$ cat src/rtl/core/chc_pkg.sv
// Shared constants and types for the contactor hysteresis controller.
// No dependencies.
`default_nettype none

package chc_pkg;

  localparam int unsigned SocW  = 7;
  localparam int unsigned TimeW = 32;
  localparam int unsigned CmdW  = 3;
  localparam int unsigned CfgW  = 32;
  localparam int unsigned CfgIdxW = 2;

  typedef logic [SocW-1:0]    soc_t;
  typedef logic [TimeW-1:0]   ms_t;
  typedef logic [CmdW-1:0]    cmd_t;
  typedef logic [CfgIdxW-1:0] cfg_idx_t;

  // Operator command codes
  localparam cmd_t CMD_NONE    = 3'd0;
  localparam cmd_t CMD_ON      = 3'd1;
  localparam cmd_t CMD_OFF     = 3'd2;
  localparam cmd_t CMD_AUTO    = 3'd3;
  localparam cmd_t CMD_UNKNOWN = 3'd4;

  // Configuration register indexes
  localparam cfg_idx_t REG_CLOSE_SOC     = 2'd0;
  localparam cfg_idx_t REG_OPEN_SOC      = 2'd1;
  localparam cfg_idx_t REG_BOOT_HOLD_MS  = 2'd2;
  localparam cfg_idx_t REG_SWITCH_GAP_MS = 2'd3;

  // Register reset values
  localparam soc_t RST_CLOSE_SOC     = 7'd60;
  localparam soc_t RST_OPEN_SOC      = 7'd40;
  localparam ms_t  RST_BOOT_HOLD_MS  = 32'd15000;
  localparam ms_t  RST_SWITCH_GAP_MS = 32'd5000;

endpackage

`default_nettype wire

$ cat src/rtl/core/contactor_hysteresis_controller_top.sv
// Contactor hysteresis controller: command decode, SOC hysteresis and switch lockout.
// Depends on chc_pkg.
`default_nettype none

// Each request is one control pass. It is captured into an input register, the
// whole decision (operator command, SOC hysteresis, boot hold and switch-gap
// lockout) is evaluated in one short combinational stage, and the result is
// captured in an output register together with the updated contactor state.
// A new request is taken every cycle unless in_stall is high; it passes through
// the input register and then the result register, and throughput is one request
// per cycle when nothing stalls; each pass updates the contactor state that the
// next request reads. The input side stalls only when the input register is
// full and the result register cannot drain. Commands "on" and "off" latch a
// manual override at the given level, "auto" releases it, codes four to seven
// are flagged as bad and otherwise ignored. Closing is refused while now_ms is
// below boot_hold_ms (plain compare, no wrap); any change is refused until
// switch_gap_ms has passed since the last change (wrapping subtraction).
// Configuration writes take effect at once and must only be issued while no
// request is in flight.
module contactor_hysteresis_controller_top (
  input  wire                     clk,
  input  wire                     rst_n,
  // request channel
  input  wire                     in_valid,
  output logic                    in_stall,
  input  wire  chc_pkg::ms_t      in_now_ms,
  input  wire  chc_pkg::soc_t     in_avg_soc,
  input  wire                     in_data_expired,
  input  wire  chc_pkg::cmd_t     in_cmd,
  // result channel
  output logic                    out_valid,
  input  wire                     out_stall,
  output logic                    out_contactor_closed,
  output logic                    out_auto_request,
  output logic                    out_low_soc_warning,
  output logic                    out_switched,
  output logic                    out_manual_mode,
  output logic                    out_bad_command,
  // configuration
  input  wire                     cfg_wr_en,
  input  wire  chc_pkg::cfg_idx_t cfg_index,
  input  wire  [chc_pkg::CfgW-1:0] cfg_wdata
);
  import chc_pkg::*;

  // configuration registers
  soc_t close_soc_r, open_soc_r;
  ms_t  boot_hold_r, switch_gap_r;

  // input register stage
  logic s1_valid_r;
  ms_t  s1_now_r;
  soc_t s1_soc_r;
  logic s1_expired_r;
  cmd_t s1_cmd_r;

  // controller state
  logic relay_r, ovr_on_r, ovr_lvl_r;
  ms_t  last_sw_r;

  // result register
  logic out_valid_r;
  logic res_closed_r, res_req_r, res_warn_r, res_sw_r, res_manual_r, res_bad_r;

  logic out_free, s1_fire, in_fire;
  logic cmd_force, cmd_auto, cmd_bad;
  logic ovr_on_nxt, ovr_lvl_nxt;
  logic req_pre, target, gap_ok, boot_block, chg;
  logic relay_nxt, relay_mid;
  logic req_out, warn_out;
  ms_t  elapsed;

  // handshake
  assign out_free = !out_valid_r || !out_stall;
  assign s1_fire  = s1_valid_r && out_free;
  assign in_stall = s1_valid_r && !out_free;
  assign in_fire  = in_valid && !in_stall;

  // command decode
  always_comb begin
    cmd_force = 1'b0;
    cmd_auto  = 1'b0;
    cmd_bad   = 1'b0;
    case (s1_cmd_r) inside
      CMD_ON, CMD_OFF: cmd_force = 1'b1;
      CMD_AUTO:        cmd_auto  = 1'b1;
      CMD_NONE:        ;
      default:         cmd_bad   = 1'b1;
    endcase
  end

  assign ovr_on_nxt  = cmd_force ? 1'b1 : (cmd_auto ? 1'b0 : ovr_on_r);
  assign ovr_lvl_nxt = cmd_force ? (s1_cmd_r == CMD_ON) : ovr_lvl_r;

  // SOC hysteresis against the pre-pass contactor level; only used for the
  // target when no override is active, and then the level is unchanged here
  always_comb begin
    req_pre = relay_r;
    if (s1_expired_r) begin
      req_pre = 1'b0;
    end else if (s1_soc_r > close_soc_r) begin
      req_pre = 1'b1;
    end else if (s1_soc_r < open_soc_r) begin
      req_pre = 1'b0;
    end
  end

  // a forced command and the SOC pass try the same target with the same
  // timestamp, so one switching attempt covers both
  assign target     = ovr_on_nxt ? ovr_lvl_nxt : req_pre;
  assign elapsed    = s1_now_r - last_sw_r;
  assign gap_ok     = elapsed >= switch_gap_r;
  assign boot_block = target && (s1_now_r < boot_hold_r);
  assign chg        = (target != relay_r) && !boot_block && gap_ok;
  assign relay_nxt  = chg ? target : relay_r;

  // SOC logic sees the level after a forced command's attempt
  assign relay_mid = cmd_force ? relay_nxt : relay_r;

  always_comb begin
    req_out  = relay_mid;
    warn_out = 1'b0;
    if (s1_expired_r) begin
      req_out = 1'b0;
    end else if (s1_soc_r > close_soc_r) begin
      req_out = 1'b1;
    end else if (s1_soc_r < open_soc_r) begin
      req_out  = 1'b0;
      warn_out = relay_mid;
    end
  end

  // configuration writes
  always_ff @(posedge clk) begin
    if (!rst_n) begin
      close_soc_r  <= RST_CLOSE_SOC;
      open_soc_r   <= RST_OPEN_SOC;
      boot_hold_r  <= RST_BOOT_HOLD_MS;
      switch_gap_r <= RST_SWITCH_GAP_MS;
    end else if (cfg_wr_en) begin
      case (cfg_index)
        REG_CLOSE_SOC:     close_soc_r  <= cfg_wdata[SocW-1:0];
        REG_OPEN_SOC:      open_soc_r   <= cfg_wdata[SocW-1:0];
        REG_BOOT_HOLD_MS:  boot_hold_r  <= cfg_wdata[TimeW-1:0];
        REG_SWITCH_GAP_MS: switch_gap_r <= cfg_wdata[TimeW-1:0];
        default:           ;
      endcase
    end
  end

  // input register: load on accept, drop when passed on
  always_ff @(posedge clk) begin
    if (!rst_n) begin
      s1_valid_r <= 1'b0;
    end else if (in_fire) begin
      s1_valid_r <= 1'b1;
    end else if (s1_fire) begin
      s1_valid_r <= 1'b0;
    end
  end

  always_ff @(posedge clk) begin
    if (in_fire) begin
      s1_now_r     <= in_now_ms;
      s1_soc_r     <= in_avg_soc;
      s1_expired_r <= in_data_expired;
      s1_cmd_r     <= in_cmd;
    end
  end

  // controller state advances with the result register
  always_ff @(posedge clk) begin
    if (!rst_n) begin
      relay_r   <= 1'b0;
      ovr_on_r  <= 1'b0;
      ovr_lvl_r <= 1'b0;
      last_sw_r <= '0;
    end else if (s1_fire) begin
      relay_r   <= relay_nxt;
      ovr_on_r  <= ovr_on_nxt;
      ovr_lvl_r <= ovr_lvl_nxt;
      if (chg) begin
        last_sw_r <= s1_now_r;
      end
    end
  end

  // result register: hold while stalled
  always_ff @(posedge clk) begin
    if (!rst_n) begin
      out_valid_r <= 1'b0;
    end else if (s1_fire) begin
      out_valid_r <= 1'b1;
    end else if (!out_stall) begin
      out_valid_r <= 1'b0;
    end
  end

  always_ff @(posedge clk) begin
    if (s1_fire) begin
      res_closed_r <= relay_nxt;
      res_req_r    <= req_out;
      res_warn_r   <= warn_out;
      res_sw_r     <= chg;
      res_manual_r <= ovr_on_nxt;
      res_bad_r    <= cmd_bad;
    end
  end

  assign out_valid            = out_valid_r;
  assign out_contactor_closed = res_closed_r;
  assign out_auto_request     = res_req_r;
  assign out_low_soc_warning  = res_warn_r;
  assign out_switched         = res_sw_r;
  assign out_manual_mode      = res_manual_r;
  assign out_bad_command      = res_bad_r;

  // a reported switch really flips the contactor
  a_switch_flips : assert property (@(posedge clk) disable iff (!rst_n)
    (s1_fire && chg) |=> (relay_r != $past(relay_r)))
    else $error("switch reported without contactor change");

  // contactor only moves when a pass completes
  a_relay_hold : assert property (@(posedge clk) disable iff (!rst_n)
    !s1_fire |=> $stable(relay_r))
    else $error("contactor changed outside a pass");

  // never close during boot hold
  a_boot_hold : assert property (@(posedge clk) disable iff (!rst_n)
    (s1_fire && chg && target) |-> (s1_now_r >= boot_hold_r))
    else $error("contactor closed during boot hold");

  // presented result agrees with the live state
  a_manual_match : assert property (@(posedge clk) disable iff (!rst_n)
    out_valid_r |-> (out_manual_mode == ovr_on_r && out_contactor_closed == relay_r))
    else $error("result disagrees with controller state");

endmodule

`default_nettype wire
$ cat config.mk
export PLATFORM = sky130hd
export DESIGN_NAME = contactor_hysteresis_controller_top
export DESIGN_NICKNAME = d
export VERILOG_FILES = /design/src/rtl/core/chc_pkg.sv /design/src/rtl/core/contactor_hysteresis_controller_top.sv
export SDC_FILE = /design/constraint.sdc
export NUM_CORES = 1
export LEC_CHECK = 0
export ABC_AREA = 1
export BUFFER_PORTS_ARGS = -buffer_cell sky130_fd_sc_hd__buf_2
export CAP_MARGIN = 5
export CORE_MARGIN = 5
export CORE_UTILIZATION = 60
export DETAILED_ROUTE_END_ITERATION = 7
export PLACE_DENSITY = 0.81
export SLEW_MARGIN = 20
export SYNTH_ARGS = -nofsm -noshare
export SYNTH_HDL_FRONTEND = slang
export SYNTH_SLANG_ARGS = --single-unit
$ cat constraint.sdc
create_clock -name clk -period 4.4 [get_ports clk]
set_input_delay 0.88 -clock clk [delete_from_list [all_inputs] [get_ports clk]]
set_output_delay 0.88 -clock clk [all_outputs]
set_load 0.02 [all_outputs]
==> summary.md <==
| Metric | Value |
|---|---|
| Status | completed |
| GRT Total Usage | about a quarter |
| Area of the multi-input gates | around 4600 um^2 |
| Fin nets | between 1000 and 1500 |
| Sw frac | a little under a third |
| Vias in the first global route | between 7000 and 8000 |
| Setup CP Type | flop to flop |
| Total gr overflow | 0 |
| Vias per cell | around 5.6 |
| CP arrival | 4440 ps |
| Seq pwr share | a little over two fifths |
| Syn_area_per_cell | ~8.1 um^2 |
| Total number of vias | around 8000 |
| Initial antenna violation count | 0 |
| Max Cap Viol | 0 |
| Setup TNS Final | 0 ps |
| Syn nets | approximately 1300 |
| Most numerous cell in the Yosys netlist | inv_1 |
| Worst Clk Skew | roughly 12 ps |
| DIE WIDTH | between 100 and 150 um |
| Crit-path max FO | 20 |
| Bufs on Longest Clock Path | 2 |
| Clock-pin slew on the worst setup and hold paths | 70 ps |
| IO Port Bufs | 89 |
| Clock sink total | about 160 |
| Leakage | around 4.6 nW |
| Combinational power share | 22.9% |
| Largest net degree at the start of global routing | 58 |
| Top-Level Pins | 90 |
| Die extent in y | around 130 um |
| Reg2reg path depth | 24 |
| Hold Crit Depth | 2 |
| Synth top cells by count | 169 x inv_1, 145 x a21oi_1, 142 x nand2_1, 115 x dfxtp_1, 107 x ha_1 |
| Synthesis-to-layout area growth | 13.5% |
| Register bit count reported by yosys | approximately 160 |
| Kind of cell adding the most delay to the critical path | simple AND/OR/NAND/NOR gates |
| CP Cell Sequence | ha_1, inv_1, o21bai_2, a31oi_1, o21ai_0, nand2_1, nand3_1, nand2_1, o211ai_1, nand2_1, nand2_1, xor2_1, ha_1, nand2_1, nor2_1, nand2_1, nor4_2, nand3_1, nand3_1, nand3_4, nor2_4, buf_6, o21ai_1, nor2_1 |
| Pre-CTS WS | 78.6 ps |
| Worst VDD drop | ~500 uV |
| Worst slew pin tran | approximately 1000 ps |
| TritonCTS buffer count | 17 |
| 1st-iter DRT viols | 513 |
| CP required | 4760 ps |
| CP Capture Type | flop |
| N_diodes | 0 |
| CTS tree | done |
| Filler cells | approximately 1300 |
| Initial core utilization | 60.5% |
| Final hold violation count | 0 |
| Avg WL per Cell | between 15 and 20 um |
| PwrDens | about 390 nW/um^2 |
| R2R Path Start | s1_now_r[5] |
| DRT Wirelength | approximately 22000 um |
| Reg-to-reg slack, setup | 320 ps |
| Yosys top cell area share | 25.2% |
| First-pass GRT wire length | 35900 um |
| # rows | between 40 and 50 |
| H-Tree Depth | 4 |
| DRC Markers | 0 |
| Worst skew pair latency | about 440 ps |
| Worst Hold End | boot_hold_r[20] |
| Final setup violation count | 0 |
| Final Wtd Congestion | between 0.9 and 1 |
| Critical Path Most Common Cell | nand2_1 |
| Worst hold start | boot_hold_r[20] |
| RR Endpoint | last_sw_r[25] |
| DR pass1 iterations | 5 |
| Reported net switching power | roughly 1.2 mW |
| Register area | approximately 3800 um^2 |
| Max incr delay on CP | ~440 ps |
| Fraction of layout cells with a size suffix above 1 | between 10% and 20% |
| Sequential area share after synthesis | about two fifths |
| WP depth | 24 |
| Post-synth EDFFs | a little under 50 |
| Top post-synthesis cells by area | dfxtp_1 25%, edfxtp_1 16%, ha_1 15% |
| Post-route worst setup slack | 320 ps |
| F_max | 245 MHz |
| Mapped Area | 9130 um^2 |
| Yosys cell types | 32 |
| Yosys warnings | 0 |
| Yosys top cell by area | dfxtp_1 |
| Buf+Inv Stages, Crit Path | 2 |
| Core area | between 15000 and 20000 um^2 |
| DP Wirelength | ~16000 um |
| Slew Viols, Final | 0 |
| Int Power | between 2 and 3 mW |
| Tmin final | between 4000 and 5000 ps |
| Crit-path slowest cell | edfxtp_1 |
| Asr flop ratio synth | 0% |
| CP Launch Type | flop |
| Tcrit/Tclk final | slightly above 90% |
| Dominant synthesized flop cell | dfxtp_1 |
| Unrepaired setup endpoints after global routing | false |
| Root Buffer | clkbuf_16 |
| Clk network pwr share | a little over a third |
| Max-slew headroom | about a third |
| Synthesized instance count | roughly 1100 |
| Routed Antenna Nets | 0 |
| Die area | roughly 18000 um^2 |
| Hold WC Path Type | flop to flop |
==> sequential cells by signal, summed over array words and instances, names as in the netlist, 3 cells and up <==
register and count:
boot_hold_r 32, last_sw_r 32, s1_now_r 32, switch_gap_r 32
close_soc_r 7, open_soc_r 7, s1_soc_r 7, s1_cmd_r 3
==> cells by family (layout without fill, tap and decap cells) <==
kind of cell    count (synthesis)  after routing  synth area share (%)
compound gates                302            302                  17.3
xor+xnor                       31             31                  2.97
fa+ha+maj                     108            108                  14.9
buf+inv                       208            311                  8.85
flops                         164            164                  41.3
simple gates                  316            316                  14.7
==> worst min-delay path, stage by stage, from the launching register on <==
cell	delay [ps]
dfxtp_1	300
inv_1	60
a21oi_1	60
==> cell type report <==
cell class              instances  area share [%]
inverters                     174            6.31
flip-flops and latches        164            36.4
repair buffers                105            5.50
clock buffers                  18            4.14
clock inverters                14            1.24
well taps                     188            2.27
multi-input cells             757            44.1
==> layout by cell type (no fill, tap or decap), types with 2 or more instances in the layout <==
cell type / synthesis / layout
buf_2: 4 / 89
inv_1: 169 / 168
nand4_1: 9 / 9
inv_6: 0 / 3
nor3_1: 47 / 46
clkinv_4: 0 / 3
edfxtp_1: 49 / 49
clkinvlp_4: 0 / 3
buf_4: 0 / 15
xor2_1: 18 / 18
nand2_2: 1 / 2
xnor2_1: 13 / 13
clkinv_1: 2 / 4
clkbuf_16: 0 / 17
o221ai_1: 2 / 2
nor4_1: 2 / 2
inv_2: 3 / 4
a21oi_1: 145 / 144
dfxtp_1: 115 / 115
nor2_1: 90 / 90
a31oi_1: 5 / 5
o21a_1: 2 / 2
o21ai_1: 29 / 30
o21ai_0: 100 / 99
nand3_1: 21 / 21
ha_1: 107 / 107
o211ai_1: 16 / 16
nand2_1: 142 / 141
==> how the worst max path moves through the flow <==
stage | from | end | slack (ps)
3_3_place_gp | s1_now_r[0] | last_sw_r[16] | 200
5_1_grt | s1_now_r[0] | last_sw_r[0] | 8
2_1_floorplan | s1_now_r[0] | out_auto_request | 920
3_5_place_dp | s1_now_r[0] | last_sw_r[26] | 80
4_1_cts | s1_now_r[0] | last_sw_r[26] | 40
6_report | s1_now_r[5] | last_sw_r[25] | 320
==> power by group through the flow <==
stage,logic [mW],registers [mW],clock network (mW)
5_1_grt,1.06,1.71,1.51
2_1_floorplan,0.659,1.72,0
4_1_cts,0.906,1.70,1.43
3_3_place_gp,0.872,1.73,0
6_report,0.923,1.70,1.41
3_5_place_dp,0.896,1.73,0
==> metrics by stage <==
step,power (mW),instance area (um^2),util (%),hold slack [ps],instances
final,4.03,10400,68.6,458,1420
after global routing,4.27,10400,68.6,484,1420
after CTS,4.04,10300,68.4,462,1417
after floorplan,2.38,9130,-,435,1129
after global placement,2.60,9760,64.7,448,1385
after detailed placement,2.63,9760,64.7,452,1385
==> timing repair <==
action,CTS,global route
setup endpoints to repair,0,37
gates resized for setup,0,6
buffers inserted,0,3
hold buffers,0,0
==> metal layers <==
metal / global-route usage (%) / vias to the layer above / share of wire, %
li1: - / 3982 / -
met3: 5.48 / 36 / 6.1
met2: 40.9 / 224 / 47
met5: 0 / - / 0
met1: 32.6 / 3654 / 45
met4: 7.09 / 0 / 1.8
Note: power is estimated with default switching activity, not from simulation.
